## src/hw/rtl/wlqe_pkg.sv

```systemverilog
// ----------------------------------------------------------------------------
// wlqe_pkg: shared constants and types for the wide line quad expander
// Fixed field widths, rounding constants and the per-vertex selection table.
// ----------------------------------------------------------------------------
`default_nettype none

package wlqe_pkg;

  // Bits of each half-width offset magnitude found by the cell chain.
  localparam int RBITS      = 25;
  localparam int WIDTH_BITS = 12;
  localparam int COLOR_BITS = 32;
  localparam int VERT_BITS  = 24;
  localparam int CNT_BITS   = 4;

  // Zero-length segment: offset is (w/2) in output fixed point, rounded.
  localparam int ZERO_ROUND = 16;
  localparam int ZERO_SHIFT = 5;

  localparam logic [COLOR_BITS-1:0] ALPHA_CLEAR = 32'hFFFF_FF00;

  localparam logic [CNT_BITS-1:0] VTX_STRIP_LAST   = 4'd5;
  localparam logic [CNT_BITS-1:0] VTX_OUTLINE_LAST = 4'd9;

  typedef enum logic [2:0] {
    OFS_MINUS = 3'b001,
    OFS_NONE  = 3'b010,
    OFS_PLUS  = 3'b100
  } ofs_t;

  typedef enum logic [2:0] {
    COL_START = 3'b001,
    COL_END   = 3'b010,
    COL_LINE  = 3'b100
  } col_t;

  typedef struct packed {
    logic use_end;
    ofs_t ofs;
    col_t col;
    logic fade;
    logic outline;
  } vsel_t;

  // Strip: S-o, E-o, S, E, S+o, E+o. Outline loop: S-o, E-o, E+o, S+o.
  function automatic vsel_t vertex_sel(input logic [CNT_BITS-1:0] k);
    vsel_t s;
    case (k)
      4'd0:    s = '{1'b0, OFS_MINUS, COL_START, 1'b1, 1'b0};
      4'd1:    s = '{1'b1, OFS_MINUS, COL_END,   1'b1, 1'b0};
      4'd2:    s = '{1'b0, OFS_NONE,  COL_START, 1'b0, 1'b0};
      4'd3:    s = '{1'b1, OFS_NONE,  COL_END,   1'b0, 1'b0};
      4'd4:    s = '{1'b0, OFS_PLUS,  COL_START, 1'b1, 1'b0};
      4'd5:    s = '{1'b1, OFS_PLUS,  COL_END,   1'b1, 1'b0};
      4'd6:    s = '{1'b0, OFS_MINUS, COL_LINE,  1'b0, 1'b1};
      4'd7:    s = '{1'b1, OFS_MINUS, COL_LINE,  1'b0, 1'b1};
      4'd8:    s = '{1'b1, OFS_PLUS,  COL_LINE,  1'b0, 1'b1};
      4'd9:    s = '{1'b0, OFS_PLUS,  COL_LINE,  1'b0, 1'b1};
      default: s = '{1'b0, OFS_MINUS, COL_START, 1'b1, 1'b0};
    endcase
    return s;
  endfunction

endpackage

`default_nettype wire

```

## src/hw/rtl/wlqe_cell.sv

```systemverilog
// ----------------------------------------------------------------------------
// wlqe_cell: one bit cell of the offset chain
// Decides one result bit for both offset lanes by a shifted trial subtract.
// ----------------------------------------------------------------------------
`default_nettype none

module wlqe_cell import wlqe_pkg::*; #(
  parameter int W   = 86,
  parameter int PW  = 59,
  parameter int LW  = 31,
  parameter int SW  = 172,
  parameter int BIT = 0
) (
  input  logic                 clk,
  input  logic                 rst,
  input  logic                 up_valid,
  output logic                 up_ready,
  input  logic signed [W-1:0]  up_res_x,
  input  logic signed [W-1:0]  up_res_y,
  input  logic signed [PW-1:0] up_p_x,
  input  logic signed [PW-1:0] up_p_y,
  input  logic [RBITS-1:0]     up_r_x,
  input  logic [RBITS-1:0]     up_r_y,
  input  logic [LW-1:0]        up_lsq,
  input  logic [SW-1:0]        up_side,
  output logic                 dn_valid,
  input  logic                 dn_ready,
  output logic signed [W-1:0]  dn_res_x,
  output logic signed [W-1:0]  dn_res_y,
  output logic signed [PW-1:0] dn_p_x,
  output logic signed [PW-1:0] dn_p_y,
  output logic [RBITS-1:0]     dn_r_x,
  output logic [RBITS-1:0]     dn_r_y,
  output logic [LW-1:0]        dn_lsq,
  output logic [SW-1:0]        dn_side
);

  logic signed [PW-1:0] lsq_s, lsq_b, sum_x, sum_y;
  logic signed [W-1:0]  trial_x, trial_y;
  logic                 acc_x, acc_y, take;

  assign up_ready = !dn_valid || dn_ready;
  assign take     = up_valid && up_ready;

  // Residual holds T - (2r-1)^2*lsq; p holds (2r-1)*lsq.
  assign lsq_s   = $signed(PW'(up_lsq));
  assign lsq_b   = lsq_s <<< BIT;
  assign sum_x   = up_p_x + lsq_b;
  assign sum_y   = up_p_y + lsq_b;
  assign trial_x = up_res_x - (W'(sum_x) <<< (BIT + 2));
  assign trial_y = up_res_y - (W'(sum_y) <<< (BIT + 2));
  assign acc_x   = !trial_x[W-1];
  assign acc_y   = !trial_y[W-1];

  always_ff @(posedge clk) begin
    if (rst) begin
      dn_valid <= 1'b0;
    end else if (up_ready) begin
      dn_valid <= up_valid;
    end
  end

  always_ff @(posedge clk) begin
    if (take) begin
      dn_res_x <= acc_x ? trial_x : up_res_x;
      dn_res_y <= acc_y ? trial_y : up_res_y;
      dn_p_x   <= acc_x ? sum_x + lsq_b : up_p_x;
      dn_p_y   <= acc_y ? sum_y + lsq_b : up_p_y;
      dn_r_x   <= up_r_x | (RBITS'(acc_x) << BIT);
      dn_r_y   <= up_r_y | (RBITS'(acc_y) << BIT);
      dn_lsq   <= up_lsq;
      dn_side  <= up_side;
    end
  end

endmodule

`default_nettype wire

```

## config.mk

```make
export PLATFORM = sky130hd
export DESIGN_NAME = wlqe_cell
export DESIGN_NICKNAME = d
export VERILOG_FILES = /design/src/hw/rtl/wlqe_pkg.sv /design/src/hw/rtl/wlqe_cell.sv
export SDC_FILE = /design/constraint.sdc
export NUM_CORES = 1
export LEC_CHECK = 0
export ABC_AREA = 1
export BUFFER_PORTS_ARGS = -buffer_cell sky130_fd_sc_hd__buf_2
export CAP_MARGIN = 40
export CORE_AREA = 2 2 420 422
export DETAILED_ROUTE_END_ITERATION = 12
export DIE_AREA = 0 0 422 424
export GPL_TIMING_DRIVEN = 0
export PLACE_DENSITY_LB_ADDON = 0.3
export SYNTH_ARGS = -nofsm -noshare
export SYNTH_HDL_FRONTEND = slang
export SYNTH_SLANG_ARGS = --single-unit
```

## constraint.sdc

```tcl
create_clock -name clk -period 30.9 [get_ports clk]
set_clock_uncertainty 0.2 [all_clocks]
set_input_delay 3.09 -clock clk [delete_from_list [all_inputs] [get_ports clk]]
set_output_delay 3.09 -clock clk [all_outputs]
set_load 0.05 [all_outputs]
```

==> Yosys cells after proc, flatten, opt, wreduce, memory -nomap -nowiden <==
Cells that the tools add are included.
{ "classes": {"n_mux": 4, "n_reduce_logical": 5, "add_sub_neg": 6, "multipliers": 0, "eq_ne": 0, "n_bitwise": 2, "n_lt_le_gt_ge": 0, "div_mod_pow": 0, "n_shift": 0} }
{ "ops": {"columns": ["op", "count"], "rows": [
  ["adder 59 x 32 -> 59 bit", 4],
  ["subtractor 86 x 61 -> 86 bit", 2],
  ["two-way mux 85 bit", 2],
  ["two-way mux 59 bit", 2],
  ["OR 25 x 1 -> 25 bit", 2],
  ["logical NOT 1 bit", 3],
  ["logical AND 1 bit", 1],
  ["logical OR 1 bit", 1]
]} }
{ "totals": {"romBits": 0, "register_bits": 544, "latch_bits": 0, "out_inout_bits": 545, "memories": 0, "input_bits": 547, "mem_bits_rw": 0} }

==> Longest topological paths before layout <==
{ "depth": {"depth_word": 4, "ltp_mapped": 36} }

==> Worst setup path before layout <==
Ideal clock, no wire load.
{ "synth_path": {"path_kind": "input to register", "from": "input up_valid", "to": "register dn_lsq[0], enable pin", "n_path_buf": 0, "t_arrival_ns": 29.113, "stages": 2, "setup_time_ns": 1.629, "path_slack_ns": -0.043, "cell_sequence": "inv_1 -> a21oi_1"} }
{ "synth_between": {"elab_chain_len": 1} }
{ "synth_rtl": {"columns": ["element", "line", "rtl"], "rows": [
  ["start: declaration", "wlqe_cell.sv:16", "input logic up_valid,"],
  ["logical AND 1 bit", "wlqe_cell.sv:43", "assign take = up_valid && up_ready;"],
  ["named net take", "wlqe_cell.sv:40", "logic acc_x, acc_y, take;"],
  ["end signal: assignment", "wlqe_cell.sv:71", "dn_lsq <= up_lsq;"],
  ["end: declaration", "wlqe_cell.sv:34", "output logic [LW-1:0] dn_lsq,"]
]} }
The timed path passes the listed nets, and every way through them passes these cells.
A chain may end at the register's enable or synchronous reset.

==> Final worst setup path <==
{ "layout_path": {"from": "input up_lsq[24]", "to": "register dn_p_y[24], data pin"} }
{ "layout_between": {"elab_chain_len": 3} }
{ "layout_rtl": {"columns": ["element", "line", "rtl"], "rows": [
  ["start: declaration", "wlqe_cell.sv:24", "input logic [LW-1:0] up_lsq,"],
  ["adder 59 x 32 -> 59 bit", "wlqe_cell.sv:49", "assign sum_y = up_p_y + lsq_b;"],
  ["subtractor 86 x 61 -> 86 bit or adder 59 x 32 -> 59 bit (tied branches)", "wlqe_cell.sv:51, wlqe_cell.sv:68", null],
  ["two-way mux 59 bit (*)", "wlqe_cell.sv:68", "dn_p_y <= acc_y ? sum_y + lsq_b : up_p_y;"],
  ["end signal: assignment", "wlqe_cell.sv:68", null],
  ["end: declaration", "wlqe_cell.sv:31", "output logic signed [PW-1:0] dn_p_y,"]
]} }
Mark *: on every way between the ends. The rest lies on a longest branch, timed or not.

==> flow_summary.yaml <==
floorplanning:
  num_rows: 154
  die-area_um2: 179000
  core_area_um2: 175000
  num_io_pins: 1092
  initial_core_util: 0.247
  fp.dieW_um: 422
  die_h_um: 424
clock_network:
  cts_buffer_depth: 3
  cts_buffers: 69
  post_cts_buffers: 0
  htree_levels: 3
  cts_tree: "done"
  clock_latency_ps: 700
  ctsResizeCount: 0
  ctsHoldBuffers: 0
  clk_pin_slew_ps: 60
  cts_sinks: 544
  clockRootBuffer: "clkbuf_16"
synthesis:
  synth_nets: 6595
  synth_common_cells: "1,849 x nand2_1, 708 x inv_1, 570 x nor2_1, 543 x edfxtp_1, 372 x nand3_1"
  yosysTopAreaCell: "edfxtp_1"
  yosysSeqAreaShare: 0.378
  synth_area_um2: 43200
  ys_ff_latch: 544
  ys_warn_count: 0
  async_flop_share: 0
  yosysUniqueCellTypes: 57
  synth-edff-count: 543
  synth.most_common_cell: "nand2_1"
  postSynthCellCount: 5804
  synth_top_area_share: 0.378
  synthTopCellsByArea: "edfxtp_1 38%, nand2_1 16%, ha_1 6.9%"
  ys.flop_type: "edfxtp_1"
  synth_area_per_cell_um2: 7.44
place:
  gp_congestion: 0.981
  port_buffers: 1078
  dp_hpwl_mm: 198
routing:
  drt_iter0_drc: 3800
  via_per_inst: 4.78
  drtPass1Iterations: 6
  wl_per_cell_um: 24.2
  antenna_left: 0
  drc_errors: 0
  drt_wl_total_mm: 229
  vias: 45200
sta:
  layout_min_cycle_time_ps: 9890
  report.final.slew_viol_count: 0
  setup_viol: 0
  max-slew-margin-rel: 0.364
  hold_violations: 0
  rsz0062_at_grt: "false"
  whs_ps: 335
  fin_crit_sh: 0.320
  fmax_mhz: 101
  worstMarginPinSlew_ps: 944
  timing.setup.tns_ps: 0
power_and_ir_drop:
  pwr_density_cell_nw_per_um2: 59.1
  clkPwrFrac: 0.269
  swShare: 0.438
  leakagePower_uw: 0.0261
  pwr-share-seq: 0.292
  comb_power_share: 0.439
  switching_power_uw: 1420
  power_uw: 3230
  p_int_uw: 1820
  vdd_drop_max_uv: 36.4
grt:
  grt_max_degree: 29
  grt-ovfl-total: 0
  grt_pass1_vias: 43400
  antenna_found_initial: 93
  grtUsageTotal: 0.245
  grt_pass1_wl_mm: 315
worst_setup_path:
  cp-start-kind: "primary input"
  arrival_ps: 10050
  crit_fanout: 10
  crit_required_ps: 31060
  worst_path_largest_cell_delay_ps: 710
  cp_common_cell: "nand2_1"
  cp_slowest_cell: "a21oi_1"
  critical_path.endpoint_type: "register"
  path_class: "in2reg"
finish:
  layout-drive-gt1-share: 0.206
  area_growth_pct: 26.6
  final_nets: 7770
  fin_util: 0.313
job:
  drv_cap: 0
run_status:
  status: "finished, final reports clean"
hold_path:
  min-delay-path-class: "reg2reg"
[critical path: cells and delay by family]
kind,cells,cell delay (ps)
simple gates,16,2750
compound gates,5,1830
buf+inv,6,940
fa+ha+maj,2,840
xor+xnor,1,530
[per-layer routing]
| layer | part of all wire | global-route usage | vias to the layer above |
|---|---|---|---|
| met5 | 0.00037 | 0 | - |
| met4 | 0.071 | 0.167 | 14 |
| met3 | 0.058 | 0.0351 | 451 |
| li1 | - | - | 21700 |
| met2 | 0.49 | 0.424 | 1855 |
| met1 | 0.38 | 0.280 | 21200 |
[final cells by class]
class	count	area (um2)
Buffer	102	772
Antenna cell	84	210
Sequential cell	544	16300
Clock inverter	42	574
Fill cell	19200	120000
Inverter	721	2710
Clock buffer	85	1830
Multi-Input combinational cell	4437	23400
Timing Repair Buffer	1104	5950
Tap cell	2340	2930
[final timing paths]
| path | from | endpoint | slack (ps) | cells after the start |
|---|---|---|---|---|
| max | up_lsq[24] | dn_p_y[24] | 21010 | 30 |
| min | dn_valid | dn_valid | 340 | 2 |
| max reg2reg | dn_valid | dn_res_x[25] | 27580 | 10 |
| min reg2reg | dn_valid | dn_valid | 340 | 2 |
[cell families (layout without fill, tap and decap cells)]
group | after synthesis | count (layout) | share of synthesized area
compound gates | 762 | 762 | 0.102
xor+xnor | 325 | 325 | 0.0662
fa+ha+maj | 244 | 244 | 0.0717
buf+inv | 823 | 2054 | 0.0805
flops | 544 | 544 | 0.378
other cells | 0 | 84 | 0
simple gates | 3106 | 3106 | 0.302
[layout by cell type (no fill, tap or decap), drive strengths merged, types with 2 or more instances in the layout]
cell type | netlist | layout
xor2 | 241 | 241
a21boi | 19 | 19
clkinv | 0 | 25
nand2 | 1918 | 1918
o31ai | 6 | 6
o21a | 24 | 24
clkinvlp | 0 | 2
nor4 | 14 | 14
o221ai | 6 | 6
xnor2 | 84 | 84
clkbuf | 5 | 90
o41ai | 44 | 44
o21ai | 197 | 197
nand4 | 69 | 69
nand3 | 386 | 386
nand3b | 32 | 32
o211ai | 13 | 13
ha | 238 | 238
nor2 | 601 | 601
a21oi | 342 | 342
and2 | 7 | 7
edfxtp | 543 | 543
buf | 97 | 1201
fa | 6 | 6
nor3 | 63 | 63
diode | 0 | 84
a31oi | 66 | 66
a21o | 17 | 17
bufinv | 0 | 11
or2 | 10 | 10
and3 | 5 | 5
a31o | 4 | 4
inv | 721 | 725
o21bai | 20 | 20
[power groups by stage]
stage	Clock, uW	Combinational (uW)	Sequential [uW]
5_1_grt	923	1520	950
3_5_place_dp	0	1410	959
2_1_floorplan	0	655	1250
3_3_place_gp	0	1400	995
4_1_cts	898	1420	945
6_report	870	1420	944
[sequential cells by signal, summed over array words and instances, names as in the netlist]
signal / count
dn_r_x: 25
dn_p_y: 59
dn_res_x: 86
dn_valid: 1
dn_p_x: 59
dn_r_y: 25
dn_lsq: 31
dn_side: 172
dn_res_y: 86
[through the flow]
stage	setup WS, ps	cells	area, um2
after CTS	21090	9375	54500
final	21010	9459	54700
after global placement	3700	9222	51500
after floorplan	11210	5804	43200
after detailed placement	20310	9248	52100
after global routing	20700	9449	54700
No activity file was read; power rests on OpenSTA's default activity.
