### src/hw/rtl/wlqe_pkg.sv
// ----------------------------------------------------------------------------
// wlqe_pkg: shared constants and types for the wide line quad expander
// Fixed field widths, rounding constants and the per-vertex selection table.
// ----------------------------------------------------------------------------
`default_nettype none

package wlqe_pkg;

  // Bits of each half-width offset magnitude found by the cell chain.
  localparam int RBITS      = 25;
  localparam int WIDTH_BITS = 12;
  localparam int COLOR_BITS = 32;
  localparam int VERT_BITS  = 24;
  localparam int CNT_BITS   = 4;

  // Zero-length segment: offset is (w/2) in output fixed point, rounded.
  localparam int ZERO_ROUND = 16;
  localparam int ZERO_SHIFT = 5;

  localparam logic [COLOR_BITS-1:0] ALPHA_CLEAR = 32'hFFFF_FF00;

  localparam logic [CNT_BITS-1:0] VTX_STRIP_LAST   = 4'd5;
  localparam logic [CNT_BITS-1:0] VTX_OUTLINE_LAST = 4'd9;

  typedef enum logic [2:0] {
    OFS_MINUS = 3'b001,
    OFS_NONE  = 3'b010,
    OFS_PLUS  = 3'b100
  } ofs_t;

  typedef enum logic [2:0] {
    COL_START = 3'b001,
    COL_END   = 3'b010,
    COL_LINE  = 3'b100
  } col_t;

  typedef struct packed {
    logic use_end;
    ofs_t ofs;
    col_t col;
    logic fade;
    logic outline;
  } vsel_t;

  // Strip: S-o, E-o, S, E, S+o, E+o. Outline loop: S-o, E-o, E+o, S+o.
  function automatic vsel_t vertex_sel(input logic [CNT_BITS-1:0] k);
    vsel_t s;
    case (k)
      4'd0:    s = '{1'b0, OFS_MINUS, COL_START, 1'b1, 1'b0};
      4'd1:    s = '{1'b1, OFS_MINUS, COL_END,   1'b1, 1'b0};
      4'd2:    s = '{1'b0, OFS_NONE,  COL_START, 1'b0, 1'b0};
      4'd3:    s = '{1'b1, OFS_NONE,  COL_END,   1'b0, 1'b0};
      4'd4:    s = '{1'b0, OFS_PLUS,  COL_START, 1'b1, 1'b0};
      4'd5:    s = '{1'b1, OFS_PLUS,  COL_END,   1'b1, 1'b0};
      4'd6:    s = '{1'b0, OFS_MINUS, COL_LINE,  1'b0, 1'b1};
      4'd7:    s = '{1'b1, OFS_MINUS, COL_LINE,  1'b0, 1'b1};
      4'd8:    s = '{1'b1, OFS_PLUS,  COL_LINE,  1'b0, 1'b1};
      4'd9:    s = '{1'b0, OFS_PLUS,  COL_LINE,  1'b0, 1'b1};
      default: s = '{1'b0, OFS_MINUS, COL_START, 1'b1, 1'b0};
    endcase
    return s;
  endfunction

endpackage

`default_nettype wire

### src/hw/rtl/wlqe_emit.sv
// ----------------------------------------------------------------------------
// wlqe_emit: vertex sequencer
// Holds one segment; sends its six or ten vertices one a cycle unless stalled.
// ----------------------------------------------------------------------------
`default_nettype none

module wlqe_emit import wlqe_pkg::*; #(
  parameter int C = 15,
  parameter int F = 8
) (
  input  logic                        clk,
  input  logic                        rst,
  input  logic                        up_valid,
  output logic                        up_ready,
  input  logic signed [C-1:0]         sx,
  input  logic signed [C-1:0]         sy,
  input  logic signed [C-1:0]         ex,
  input  logic signed [C-1:0]         ey,
  input  logic signed [RBITS:0]       wx,
  input  logic signed [RBITS:0]       wy,
  input  logic [COLOR_BITS-1:0]       c1,
  input  logic [COLOR_BITS-1:0]       c2,
  input  logic [COLOR_BITS-1:0]       cs,
  input  logic                        stroke,
  output logic                        out_valid,
  input  logic                        out_stall,
  output logic signed [VERT_BITS-1:0] vert_x,
  output logic signed [VERT_BITS-1:0] vert_y,
  output logic [COLOR_BITS-1:0]       color_rgba,
  output logic                        is_outline,
  output logic                        last_vertex
);

  localparam int VW = ((C + F > RBITS + 1) ? C + F : RBITS + 1) + 2;
  localparam logic signed [VW-1:0] VMAX = VW'(2 ** (VERT_BITS - 1) - 1);
  localparam logic signed [VW-1:0] VMIN = -VMAX - VW'(1);

  logic                    held;
  logic [CNT_BITS-1:0]     cnt;
  logic signed [C-1:0]     h_sx, h_sy, h_ex, h_ey;
  logic signed [RBITS:0]   h_wx, h_wy;
  logic [COLOR_BITS-1:0]   h_c1, h_c2, h_cs, col;
  logic                    h_stroke;

  vsel_t                   sel;
  logic                    out_free, advance, final_k, load;
  logic signed [VW-1:0]    bx, by, ox, oy, vx, vy;

  function automatic logic signed [VERT_BITS-1:0] sat(input logic signed [VW-1:0] v);
    logic signed [VW-1:0] t;
    t = (v > VMAX) ? VMAX : ((v < VMIN) ? VMIN : v);
    return t[VERT_BITS-1:0];
  endfunction

  assign out_free = !out_valid || !out_stall;
  assign advance  = held && out_free;
  assign final_k  = (cnt == VTX_OUTLINE_LAST) || (cnt == VTX_STRIP_LAST && !h_stroke);
  assign up_ready = !held || (advance && final_k);
  assign load     = up_valid && up_ready;

  always_comb begin
    sel = vertex_sel(cnt);
    bx  = sel.use_end ? VW'(h_ex) <<< F : VW'(h_sx) <<< F;
    by  = sel.use_end ? VW'(h_ey) <<< F : VW'(h_sy) <<< F;
    case (sel.ofs)
      OFS_MINUS: begin
        ox = -VW'(h_wx);
        oy = VW'(h_wy);
      end
      OFS_PLUS: begin
        ox = VW'(h_wx);
        oy = -VW'(h_wy);
      end
      default: begin
        ox = '0;
        oy = '0;
      end
    endcase
    vx = bx + ox;
    vy = by + oy;
    case (sel.col)
      COL_END:  col = h_c2;
      COL_LINE: col = h_cs;
      default:  col = h_c1;
    endcase
    if (sel.fade) col = col & ALPHA_CLEAR;
  end

  always_ff @(posedge clk) begin
    if (rst) begin
      held      <= 1'b0;
      cnt       <= '0;
      out_valid <= 1'b0;
    end else begin
      if (advance) out_valid <= 1'b1;
      else if (out_free) out_valid <= 1'b0;
      if (load) held <= 1'b1;
      else if (advance && final_k) held <= 1'b0;
      if (load) cnt <= '0;
      else if (advance) cnt <= final_k ? '0 : cnt + CNT_BITS'(1);
    end
  end

  always_ff @(posedge clk) begin
    if (load) begin
      h_sx     <= sx;
      h_sy     <= sy;
      h_ex     <= ex;
      h_ey     <= ey;
      h_wx     <= wx;
      h_wy     <= wy;
      h_c1     <= c1;
      h_c2     <= c2;
      h_cs     <= cs;
      h_stroke <= stroke;
    end
    if (advance) begin
      vert_x      <= sat(vx);
      vert_y      <= sat(vy);
      color_rgba  <= col;
      is_outline  <= sel.outline;
      last_vertex <= final_k;
    end
  end

endmodule

`default_nettype wire

### config.mk
export PLATFORM = sky130hd
export DESIGN_NAME = wlqe_emit
export DESIGN_NICKNAME = d
export VERILOG_FILES = /design/src/hw/rtl/wlqe_pkg.sv /design/src/hw/rtl/wlqe_emit.sv
export SDC_FILE = /design/constraint.sdc
export NUM_CORES = 1
export LEC_CHECK = 0
export BUFFER_PORTS_ARGS = -buffer_cell sky130_fd_sc_hd__buf_2
export CAP_MARGIN = 5
export CORE_UTILIZATION = 30
export CTS_BUF_LIST = sky130_fd_sc_hd__clkbuf_8
export DETAILED_ROUTE_END_ITERATION = 7
export SLEW_MARGIN = 0
export SYNTH_ARGS = -nofsm -noshare
export SYNTH_HDL_FRONTEND = slang
export SYNTH_SLANG_ARGS = --single-unit
export TNS_END_PERCENT = 10
### constraint.sdc
create_clock -name clk -period 13.1 [get_ports clk]
set_clock_uncertainty 0.1 [all_clocks]
set_input_delay 1.31 -clock clk [delete_from_list [all_inputs] [get_ports clk]]
set_output_delay 1.31 -clock clk [all_outputs]
set_load 0.02 [all_outputs]
Yosys cells after proc, flatten, opt, wreduce, memory -nomap -nowiden:

Memory sizes are Yosys's and may differ from the RTL's. A register that Yosys moved wholly into a read port is not among the register bits.
Index checks and enable logic that the tools add are counted.

* muxes and demuxes: 14
* magnitude comparators: 4
* eq/ne operators: 6
* add/sub/neg operators: 5
* reduce and logical (&&, ||, !) cells: 14

Operators with widths (count)
* $pmux 28 s2: 2
* $pmux 32 s2: 1
* $add 28x28->28: 2
* $gt 28x24->1 const B: 2
* $lt 28x24->1 const B: 2
* $mux 28: 2
* $neg 26->28: 2
* $mux 24: 2
* $mux 4: 3
* $eq 3x3->1 const B: 2
* $add 4x1->4 const B: 1
* $eq 4x3->1 const B: 1
* $eq 4x4->1 const B: 1
* $logic_and 1x1->1: 4
* $logic_not 1->1: 4
* $mux 1: 4
* $reduce_bool 2->1: 2
* $eq 3x1->1 const B: 1
* $eq 3x2->1 const B: 1
* $logic_or 1x1->1: 3
* $reduce_or 2->1: 1

* input bits: 213
* memories: 1
* logic and storage cells: 63
* ROM bits: 144
* register bits: 297
* output and inout port bits: 84

Memories
* (name not given): words 16, bits a word 9, rd ports 1, clocked after Yosys merged registers in 1, write ports 0, RTL line wlqe_pkg.sv:48 `case (k)`

Logic depth before layout (Yosys ltp):

* depth after elaboration: 8
* gate-level depth with buffers: 20
* depth with buffers taken out: 19

Worst setup path before layout:

No wires, ideal clock.

* path kind: in2reg
* from: input out_stall
* to: register h_c1[0] (enable)
* path buffers: 0
* setup time: 0.594 ns
* cell stages on the path: 4
* slack: 1.200 ns
* data required time: 12.406 ns
* data arrival time: 11.206 ns
* cells stage by stage: a21oi_1 nand2_1 nand2_1 and2_1

* word-level cells in the longest chain between the ends: 6

Ends and longest elaborated chain
* start, declared: RTL line wlqe_emit.sv:26 `input logic out_stall,`
* $logic_not 1->1: RTL line wlqe_emit.sv:55 `assign out_free = !out_valid || !out_stall;`
* $logic_or 1x1->1: RTL line wlqe_emit.sv:55
* $logic_and 1x1->1: RTL line wlqe_emit.sv:56 `assign advance = held && out_free;`
* $logic_and 1x1->1: RTL line wlqe_emit.sv:58 `assign up_ready = !held || (advance && final_k);`
* $logic_or 1x1->1: RTL line wlqe_emit.sv:58
* via up_ready: RTL line wlqe_emit.sv:14 `output logic up_ready,`
* $logic_and 1x1->1: RTL line wlqe_emit.sv:59 `assign load = up_valid && up_ready;`
* via load: RTL line wlqe_emit.sv:46 `logic out_free, advance, final_k, load;`
* end signal, assigned: RTL line wlqe_emit.sv:112 `h_c1 <= c1;`
* end, declared: RTL line wlqe_emit.sv:42 `logic [COLOR_BITS-1:0] h_c1, h_c2, h_cs, col;`

The timed path passes the listed nets, and every way through them passes these cells.
A chain may end at the register's enable or synchronous reset.

Worst setup path after layout:

* from: register h_wx[1]
* to: register vert_x[2] (data pin)

* word-level cells in the longest chain between the ends: 5
* elaborated cells on any way between the ends: 6
* those cells by class: add/sub (2); order compare (2); mux (2)

Ends and longest elaborated chain
* start, declared: RTL line wlqe_emit.sv:41 `logic signed [RBITS:0] h_wx, h_wy;`
* start signal, assigned: RTL line wlqe_emit.sv:110 `h_wx <= wx;`
* $neg 26->28: RTL line wlqe_emit.sv:67 `ox = -VW'(h_wx);`
* $pmux 28 s2 *: RTL line wlqe_emit.sv:65 `case (sel.ofs)`
* $add 28x28->28 *: RTL line wlqe_emit.sv:79 `vx = bx + ox;`
* $lt 28x24->1: RTL line wlqe_emit.sv:51 `t = (v > VMAX) ? VMAX : ((v < VMIN) ? VMIN : v);`
* $mux 24: RTL line wlqe_emit.sv:51
* end signal, assigned: RTL line wlqe_emit.sv:118 `vert_x <= sat(vx);`
* end, declared: RTL line wlqe_emit.sv:27 `output logic signed [VERT_BITS-1:0] vert_x,`

Every way passes the cells marked *; elsewhere a longest branch is shown, timed or not.

==> results.env <==
RUN_STATUS='finished clean'
PLACEABLE_CORE_REGION_UM2=45670
PLACEMENTROWS=78
GR-USAGE-ALL-LAYERS_PCT=15.41
CRIT_PATH_TOP_DELAY_CELL='a41oi_4'
H_TREE_DEPTH=2
TIMING.FINAL.MAX_SLEW_VIOLATIONS=0
GP_CONGESTION=0.8525
FINAL_CORE_UTIL_PCT=37.82
CELLPOWERDENSITY_nW_PER_UM2=151.9
MAXCLOCKFREQUENCY_MHz=164.8
DETAIL_ROUTE.ITER0.VIOLATIONS=522
DRT-WIRELENGTH-PER-CELL_UM=18.31
LAYOUT_COMMONEST_CELL='buf_2'
POST_SYNTH.CELL_AREA_AVG_UM2=12.97
SLEW_HEADROOM_PCT=20.23
FIN_WORST_HOLD_SLACK_PS=399.5
FINAL_NET_COUNT=1660
CP-STARTPOINT='h_wx[1]'
POWER_LEAKAGE_uW=0.006635
FILLER_CELL_COUNT=4476
MAXCAPVIOLCOUNT=0
FP.DIEAREA_UM2=47510
WORST_SLEW_PIN_SLEW_PS=1192
SYNTH-SEQ-AREA-SHARE_PCT=64.45
END_KIND='flop'
CRIT_PATH_START_KIND='flop'
WORST-ENDPOINT-REQUIRED_PS=13320
POST_SYNTH_NUM_CELL_TYPES=75
DIE_WIDTH_UM=218.0
DRIVE_GT1_SHARE_PCT=31.97
ANTENNA_FOUND_INITIAL=5
FINAL_CELL_MIX='buf_2 (296), edfxtp_1 (291), nand2_1 (116)'
SYNTH_ASYNC_SR_FLOP_SHARE_PCT=0
WORST-SETUP-PATH-TYPE='flop to flop'
CTS.REPAIR.RESIZED=0
FINAL_CRITICAL_PATH_SHARE_OF_THE_CLOCK_PERIOD_PCT=46.31
SYNTH_TOP_CELLS_BY_AREA='edfxtp_1 (62%), ha_1 (4.1%), nand2_1 (3.1%), o21ai_0 (3.0%), mux2_2 (2.6%)'
DETAILED_ROUTE_VIAS_PER_INSTANCE=4.938
CRITICAL_PATH.TOP_DELAY_FAMILY='simple AND/OR/NAND/NOR gates'
SYNTH_TOP_CELL_BY_AREA='edfxtp_1'
CRIT-REG2REG-CAPTURE='vert_x[2]'
GRT_OVERFLOW=0
SYNTHDOMINANTCELLAREASHARE_PCT=62.45
POSTCTSSETUPREPAIRBUFS=0
FINAL_CRITICAL_PERIOD_PS=6066
CRITICAL_PATH_PEAK_FANOUT=23
CTS-ROOT-TO-SINK-BUFFERS=3
DR_TOTAL_VIAS=10080
CAPTURING_ELEMENT_OF_THE_WORST_SETUP_PATH='vert_x[2]'
SYNTHESIS.NETS=1340
POSTROUTEANTENNANETS=0
CP_CELL_SEQUENCE='inv_1 > ha_1 > nor3b_2 > nand3_1 > or3_1 > or4b_1 > or3_1 > nor2_1 > o21ai_0 > o21ai_0 > ha_1 > and2_1 > a21oi_1 > o21ai_1 > and3_1 > a2111oi_1 > xnor2_1 > a41oi_4 > o21ai_0'
GRT_SETUP_UNREPAIRED='false'
SETUP_TNS_PS=0
BOUNDARYPINS=297
CTS_TREE='done'
HPWL_UM=25890
CRIT_TOP_CELL='o21ai_0'
NUMBER_OF_GLOBAL_ROUTE_VIAS_BEFORE_REPAIR=10100
CRIT_BUF_INV=1
CRITICAL_PATH.REG2REG.STARTPOINT='h_wx[1]'
HOLD_CLASS='flop to flop'
REG2REG_DEPTH=19
REG2REG_SLACK_PS=7030
IR_WORST_VDD_mV=0.09243
SETUP_VIOL_COUNT_FINAL=0
SYN-INSTANCE-COUNT=1079
CTS.HOLD.BUFFERS_ADDED=0
ROUTE.FINAL.WIRE_LENGTH_UM=37400
CTS_INSERTED_BUFFERS=55
GRT_PASS1_WL_UM=56040
COUNT_OF_FLIP_FLOPS_WITH_A_BUILT_IN_ENABLE_AFTER_SYNTHESIS=291
CRITICAL_PATH_ARRIVAL_PS=6290
INITIAL_UTILIZATION_PCT=30.64
DRT-PASS1-ITER-COUNT=5
IO_BUFFERS=296
DIEHEIGHT_UM=218.0
TOTAL_COUNT_OF_HOLD_CHECK_FAILURES_IN_THE_FINAL_REPORT=0
CLK_LATENCY_PS=630
MAXIMUM_CELL_STAGE_DELAY_ALONG_THE_CRITICAL_PATH_PS=910
YS_SEQ_ELEMENTS=305
WORSTSETUPPATHDEPTH=19
YS_DOMINANT_REG_CELL='edfxtp_1'
REGISTER_CLOCK_PIN_SLEW_ON_THE_REPORTED_WORST_SETUP_AND_HOLD_PATHS_PS=60
REMAINING_DRC_ERRORS=0
YS.WARNINGS.COUNT=0
CTSROOTBUFFERMASTER='clkbuf_8'
CTS.SINK_COUNT=305
GRT_START_MAX_NET_PINS=94
SYN-CELL-AREA_UM2=13990
AREA_GROWTH_PCT=23.43
power by group:
group	internal (uW)	total (uW)	switching (uW)
sequential	1180	1220	34.8
clock	495	896	402
combinational	187	510	323
kinds of logic after synthesis:
family / count (synthesis) / synth area share, %
compound gates: 318 / 14.90
xor+xnor: 37 / 2.369
fa+ha+maj: 48 / 4.399
buf+inv: 70 / 2.039
flops: 305 / 64.45
mux: 33 / 2.647
simple gates: 268 / 9.201
flip-flops by register name (all words and copies together), names as in the netlist:
| name | count |
|---|---|
| color_rgba | 32 |
| vert_y | 24 |
| sel | 8 |
| h_c1 | 32 |
| vert_x | 24 |
| h_wx | 26 |
| h_stroke | 1 |
| out_valid | 1 |
| last_vertex | 1 |
| h_ey | 15 |
| h_sy | 15 |
| cnt | 4 |
| is_outline | 1 |
| h_c2 | 32 |
| h_ex | 15 |
| h_sx | 15 |
| h_wy | 26 |
| h_cs | 32 |
| held | 1 |
synthesized netlist by cell type, types with 21 or more instances:
master,instances
inv_1,24
o21ai_0,84
a22oi_1,38
edfxtp_1,291
a21o_1,21
a21oi_1,58
clkbuf_1,36
nor3_1,30
o21ai_1,23
mux2_2,32
nor2_1,40
ha_1,46
nand2_1,116
o31ai_1,23
xnor2_1,22
through the flow:
step	std cells	worst slack (ps)	power, uW	cell area, um^2
detailed placement	1942	7001	1751	16190
finish	2042	7034	2624	17270
floorplan	1079	1200	1591	13990
CTS	2039	6985	2672	17260
global placement	1942	7217	1741	16190
global route	2039	6582	2761	17260
metal layers:
metal,share of wire [%],up-vias,wire [um],global-route usage [%]
met3,9.4,76,3532,5.774
met5,0.094,-,35,0
li1,-,4829,-,-
met4,2.6,6,985,5.804
met2,45,371,16680,24.05
met1,43,4801,16160,19.28
worst min-delay path by stage:
stage          startpoint          to  cells after the start
6_report           sel[4]  is_outline                      0
5_1_grt            sel[4]  is_outline                      0
4_1_cts            sel[4]  is_outline                      0
3_5_place_dp       sel[4]  is_outline                      0
3_3_place_gp       sel[4]  is_outline                      0
2_1_floorplan      sel[4]  is_outline                      0
final cells by class:
type / instances / area (um^2) / area share (%)
diodes: 3 / 7.507 / 0.04347
clock buffers: 56 / 770.7 / 4.462
clock inverters: 41 / 307.8 / 1.782
inverters: 24 / 90.09 / 0.5216
multi-input cells: 704 / 4746 / 27.48
flip-flops and latches: 305 / 9020 / 52.22
well taps: 600 / 750.7 / 4.347
repair buffers: 309 / 1579 / 9.142
Note: power is estimated with default switching activity, not from simulation.
